[src/hdl/masked_sprite_blitter_1bpp_assert.svh]
// Assertion macros shared by the sprite blitter RTL.
`ifndef MASKED_SPRITE_BLITTER_1BPP_ASSERT_SVH
`define MASKED_SPRITE_BLITTER_1BPP_ASSERT_SVH
`ifndef ASSERT_OFF
// The consequent must hold in the same cycle as the antecedent.
`define MSB1_ASSERT_SAME(lbl, ck, rn, ante, cons) \
	lbl: assert property (@(posedge ck) disable iff (!rn) (ante) |-> (cons)) \
		else $error("sprite blitter: same-cycle check failed");
// The consequent must hold in the cycle after the antecedent.
`define MSB1_ASSERT_NEXT(lbl, ck, rn, ante, cons) \
	lbl: assert property (@(posedge ck) disable iff (!rn) (ante) |=> (cons)) \
		else $error("sprite blitter: next-cycle check failed");
`else
`define MSB1_ASSERT_SAME(lbl, ck, rn, ante, cons)
`define MSB1_ASSERT_NEXT(lbl, ck, rn, ante, cons)
`endif
`endif

[src/hdl/msb1_pkg.sv]
// Package with the sizes, codes and transaction types of the sprite blitter.
package msb1_pkg;
	localparam int SPRITE_ROWS  = 16;
	localparam int FB_ROW_WORDS = 16;
	localparam int FB_WORDS     = 4096;
	localparam int SPRITE_SLOTS = 16;

	localparam int SPRITE_COLS  = 4;
	localparam int SPRITE_WORDS = SPRITE_ROWS * SPRITE_COLS;
	localparam int STORE_WORDS  = SPRITE_SLOTS * SPRITE_WORDS;
	localparam int WORD_W       = 16;

	localparam int SA_W  = $clog2(STORE_WORDS);
	localparam int FA_W  = $clog2(FB_WORDS);
	localparam int R_W   = $clog2(SPRITE_ROWS);
	localparam int J_W   = $clog2(SPRITE_COLS);
	localparam int COL_W = $clog2(256 / WORD_W + SPRITE_COLS + 1);
	localparam int LIN_W = $clog2((256 + SPRITE_ROWS) * FB_ROW_WORDS + 256 / WORD_W
		+ SPRITE_COLS + 1);

	localparam logic [1:0] FUNC_LOAD  = 2'd0;
	localparam logic [1:0] FUNC_CLEAR = 2'd1;
	localparam logic [1:0] FUNC_DRAW  = 2'd2;
	localparam logic [1:0] FUNC_READ  = 2'd3;

	typedef struct packed {
		logic [1:0]  func;
		logic [3:0]  sprite_index;
		logic [5:0]  word_index;
		logic [15:0] color_word;
		logic [15:0] alpha_word;
		logic [7:0]  pos_x;
		logic [7:0]  pos_y;
		logic        background;
		logic [11:0] fb_address;
	} cmd_t;

	typedef struct packed {
		logic [15:0] read_word;
		logic        status;
	} rsp_t;

	typedef struct packed {
		logic [3:0] shift;
		logic       second;
	} blend_ctrl_t;
endpackage

[src/hdl/msb1_blend.sv]
// Shared shift and masked blend unit of the sprite blitter.
module msb1_blend (
	input  msb1_pkg::blend_ctrl_t ctrl,
	input  logic [15:0]           color_in,
	input  logic [15:0]           alpha_in,
	input  logic [15:0]           old_word,
	output logic [15:0]           new_word
);
	import msb1_pkg::*;

	logic [2*WORD_W-1:0] color_wide;
	logic [2*WORD_W-1:0] alpha_wide;
	logic [WORD_W-1:0]   color_sh;
	logic [WORD_W-1:0]   alpha_sh;

	// One right shift of the word padded with zeros serves both passes: the upper
	// half is the first pass, the lower half holds the bits that spill over.
	assign color_wide = {color_in, {WORD_W{1'b0}}} >> ctrl.shift;
	assign alpha_wide = {alpha_in, {WORD_W{1'b0}}} >> ctrl.shift;
	assign color_sh   = ctrl.second ? color_wide[WORD_W-1:0] : color_wide[2*WORD_W-1:WORD_W];
	assign alpha_sh   = ctrl.second ? alpha_wide[WORD_W-1:0] : alpha_wide[2*WORD_W-1:WORD_W];
	assign new_word   = (color_sh & alpha_sh) | (old_word & ~alpha_sh);
endmodule

[config.mk]
export PLATFORM = sky130hd
export DESIGN_NAME = msb1_blend
export DESIGN_NICKNAME = d
export VERILOG_FILES = /design/src/hdl/masked_sprite_blitter_1bpp_assert.svh /design/src/hdl/msb1_pkg.sv /design/src/hdl/msb1_blend.sv
export SDC_FILE = /design/constraint.sdc
export NUM_CORES = 1
export LEC_CHECK = 0
export BUFFER_PORTS_ARGS = -buffer_cell sky130_fd_sc_hd__buf_2
export CORE_MARGIN = 2
export CORE_UTILIZATION = 55
export DETAILED_ROUTE_END_ITERATION = 12
export PLACE_DENSITY = 0.85
export SLEW_MARGIN = 0
export SYNTH_ARGS = -nofsm -noshare
export SYNTH_HDL_FRONTEND = slang
export SYNTH_SLANG_ARGS = --single-unit
[constraint.sdc]
create_clock -name vclk -period 2.9
set_input_delay 0.58 -clock vclk [all_inputs]
set_output_delay 0.58 -clock vclk [all_outputs]
set_load 0.01 [all_outputs]
Yosys cells after proc, flatten, opt, wreduce, memory -nomap -nowiden:

Cells that the tools add are included.

* register bits after elaboration: 0
* word-level logic and storage cells: 8
* output and inout port bits: 16
* input bits: 53

* muxes and demuxes: 2
* bitwise logic cells: 4
* shifts and indexed selects: 2

Operators by type and width (number)
* >> shifter 32 x 4 -> 32 bit: 2
* AND 16 bit: 2
* 2-to-1 mux 16 bit: 2
* NOT 16 bit: 1
* bitwise OR 16 bit: 1

Logic depth before layout (Yosys ltp):

* word-level depth: 5
* depth in mapped cells: 9
* depth with buffers taken out: 5

Worst setup path after synthesis:

OpenSTA, ideal clock, no wires.

* path kind: input to output
* from: input port ctrl[1] (netlist bit)
* to: output port new_word[11]
* slack: 151 ps
* data arrival time: 2169 ps
* required time: 2320 ps
* stages: 7
* path buffers: 2
* path through: buf_6 buf_12 mux4_1 mux2i_1 nor2_1 a31oi_1 mux2_2

* word-level cells in the longest chain between the ends: 5
* elaborated cells between the ends (all ways): 8
* those cells by class: shift: 2; mux: 2; bitwise: 4

Ends and longest elaborated chain
* from (decl): line msb1_blend.sv:3 `input msb1_pkg::blend_ctrl_t ctrl,`
* >> shifter 32 x 4 -> 32 bit: line msb1_blend.sv:19 `assign alpha_wide = {alpha_in, {WORD_W{1'b0}}} >> ctrl.shift;`
* 2-to-1 mux 16 bit: line msb1_blend.sv:21 `assign alpha_sh = ctrl.second ? alpha_wide[WORD_W-1:0] : alpha_wide[2*WORD_W-1:WORD_W];`
* NOT 16 bit: line msb1_blend.sv:22 `assign new_word = (color_sh & alpha_sh) | (old_word & ~alpha_sh);`
* AND 16 bit: line msb1_blend.sv:22
* bitwise OR 16 bit *: line msb1_blend.sv:22
* to (decl): line msb1_blend.sv:7 `output logic [15:0] new_word`

Every way passes the cells marked *; elsewhere a longest branch is shown, timed or not.

Final worst setup path:

* from: input port ctrl[1] (netlist bit)
* to: output port new_word[15]

Same word-level chain as after synthesis.

==> metrics.md <==
| Metric | Value |
|---|---|
| Worst-path maximum fanout | 8 |
| Pre-CTS setup slack | -232 ps |
| RSZ-0062 raised after global routing | true |
| Worst Hold Class | input port to output pin |
| Syn nets | 308 |
| Register area | 0 µm² |
| First-pass GRT wire length | 13.8 mm |
| CP Capture Type | output pin |
| Yosys top cell area share | ~18% |
| Post-route worst setup slack | -105 ps |
| Design Area, Final | 3360 µm² |
| Finished Core Util | a little over four fifths |
| Die Span Y | about 68 µm |
| Most frequent cell after synthesis | mux2i_1 |
| Worst Tran Pin Value | approximately 440 ps |
| Data required time of the worst path | approximately 2300 ps |
| Crit-path cells | buf_12, buf_8, mux4_2, and4_1, a311oi_1, o21ai_0, mux2_4, buf_6 |
| Uppermost routed layer | met4 |
| Top post-synthesis cells by area | mux2i_1 18%, mux4_2 14%, mux4_1 10%, mux2_2 9.5%, nor2_1 3.3% |
| Peak VDD IR | about 0.13 mV |
| CP startpoint kind | input port |
| Core area | a little under 4000 µm² |
| GRT Overall Usage | 39.1% |
| Row count | 23 |
| Starting Density | between 50% and 60% |
| Die width | 68.1 µm |
| WL met3 | 1.44 mm |
| Leakage | approximately 1.5 nW |
| Via Count | approximately 3200 |
| Synth Warn # | 0 |
| Post-synthesis cell area | between 2000 and 2500 µm² |
| Hold Buf Count CTS | 0 |
| Total Wirelength | 10.4 mm |
| Antenna Nets Post-Route | 0 |
| Syn Inst Count | 255 |
| Max_slew headroom | 69.8% |
| Seq cells | 0 |
| Hpwl dp | between 6 and 7 mm |
| Max Freq | roughly 330 MHz |
| Syn Area/Cell | 8.87 µm² |
| Fin. max-slew vios | 0 |
| Gpl congestion | between 0.9 and 1 |
| CP arrival | 2420 ps |
| PortBufs | 69 |
| Initial antenna violation count | 0 |
| Wirelength per Cell | about 25 µm |
| Tmin final | about 3000 ps |
| CP max stage delay | about 550 ps |
| Final nets | 424 |
| Pin count of the biggest net entering global routing | 22 |
| # IOs | between 60 and 70 |
| Netlist cell types | 57 |
| Final Hold Viols | 0 |
| Pre-Repair DR Iteration Count | 10 |
| Final period util | 104% |
| Commonest cells in the netlist | 41 x mux2i_1, 20 x nor2_1, 19 x mux2_2, 17 x nand2_1, 14 x mux4_2 |
| Mean number of vias per cell | roughly 7.5 |
| # clk buffers | 0 |
| Length of routed wiring on met1 | approximately 3.6 mm |
| Ant diodes | 0 |
| Die footprint | approximately 4600 µm² |
| Slowest CP cell | mux4_2 |
| Setup-failing EPs final | 11 |
| Cell Pwr Density | around 210 nW/µm² |
| Seq/Total Area, Yosys | 0% |
| Fill count | approximately 230 |
| Critical path class | input port to output pin |
| DRC viols | 0 |
| Area growth syn-to-layout | 48.5% |
| Total grt overflow | 0 |
| Iteration-0 DRC Markers | between 500 and 600 |
| Outcome | finished with violations |
| Vias in the first global route | roughly 2800 |
| Max Cap Violations | 0 |
| Share of post-route cells with drive strength above 1 | a little under 60% |
| Post-DP Area | around 3000 µm² |
| DR WL met2 | approximately 4.6 mm |
| Dominant cell type by area after synthesis | mux2i_1 |
| Hold slack | 1460 ps |
| Failing checks | negative setup slack |
==> timing repair <==
item                                    4_1_cts  5_1_grt
pin swaps                                     4        7
gates resized for setup                      29       40
endpoints found under the setup margin       16       15
buffers inserted                              5        4
cloned                                        1        1
==> placed cells by master, fill, tap and decap left out, types with 6 or more instances in the layout <==
cell     count
buf_2       64
buf_6        7
mux2i_2     13
mux2_2       9
mux2i_1     26
buf_4       57
mux2_4      12
a21oi_1      6
o22ai_1      8
nand2_1     15
mux4_2      22
nor2_1      20
nor3_1       6
==> logic make-up after synthesis <==
kind of cell	Yosys count	share of synthesized area (%)
buffers and inverters	29	7.58
muxes	86	54.0
AOI/OAI and AO/OA	71	23.6
and+or+nand+nor	69	14.8
==> critical path: cells and delay by family <==
kind                   cells  cell delay (ps)
buffers and inverters      3              370
AO/OA/AOI/OAI              2              420
multiplexers               2              830
AND/OR/NAND/NOR            1              220
==> layout make-up <==
cell class         instances  area, µm²  area share (%)
multi-input cells        226       2250            67.1
repair buffers           137       1010            30.2
inverters                  6       26.3           0.782
well taps                 50       62.6            1.86
==> metal layers <==
metal,up-vias,global-route usage [%]
met5,-,0
met1,1429,52.5
met2,356,62.3
met3,89,5.76
li1,1284,-
met4,0,17.0
==> power breakdown <==
group / switching, W / total, W / internal (W)
Combinational: 0.000345 / 0.000699 / 0.000355
Clock: 0 / 0 / 0
Sequential: 0 / 0 / 0
==> per-stage QoR <==
stage | std cells | total power [W] | setup TNS (ps)
CTS | 414 | 0.000602 | -43.5
global placement | 408 | 0.000547 | -1080
detailed placement | 408 | 0.000564 | -1900
global route | 419 | 0.000727 | -1010
floorplan | 255 | 0.000339 | 0
finish | 419 | 0.000699 | -481
==> final timing paths <==
check	from	endpoint	slack (ps)	depth (start not counted)
setup / recovery	ctrl[1]	new_word[15]	-100	8
hold / removal	old_word[0]	new_word[0]	1460	3
(Power assumes the default switching activity.)
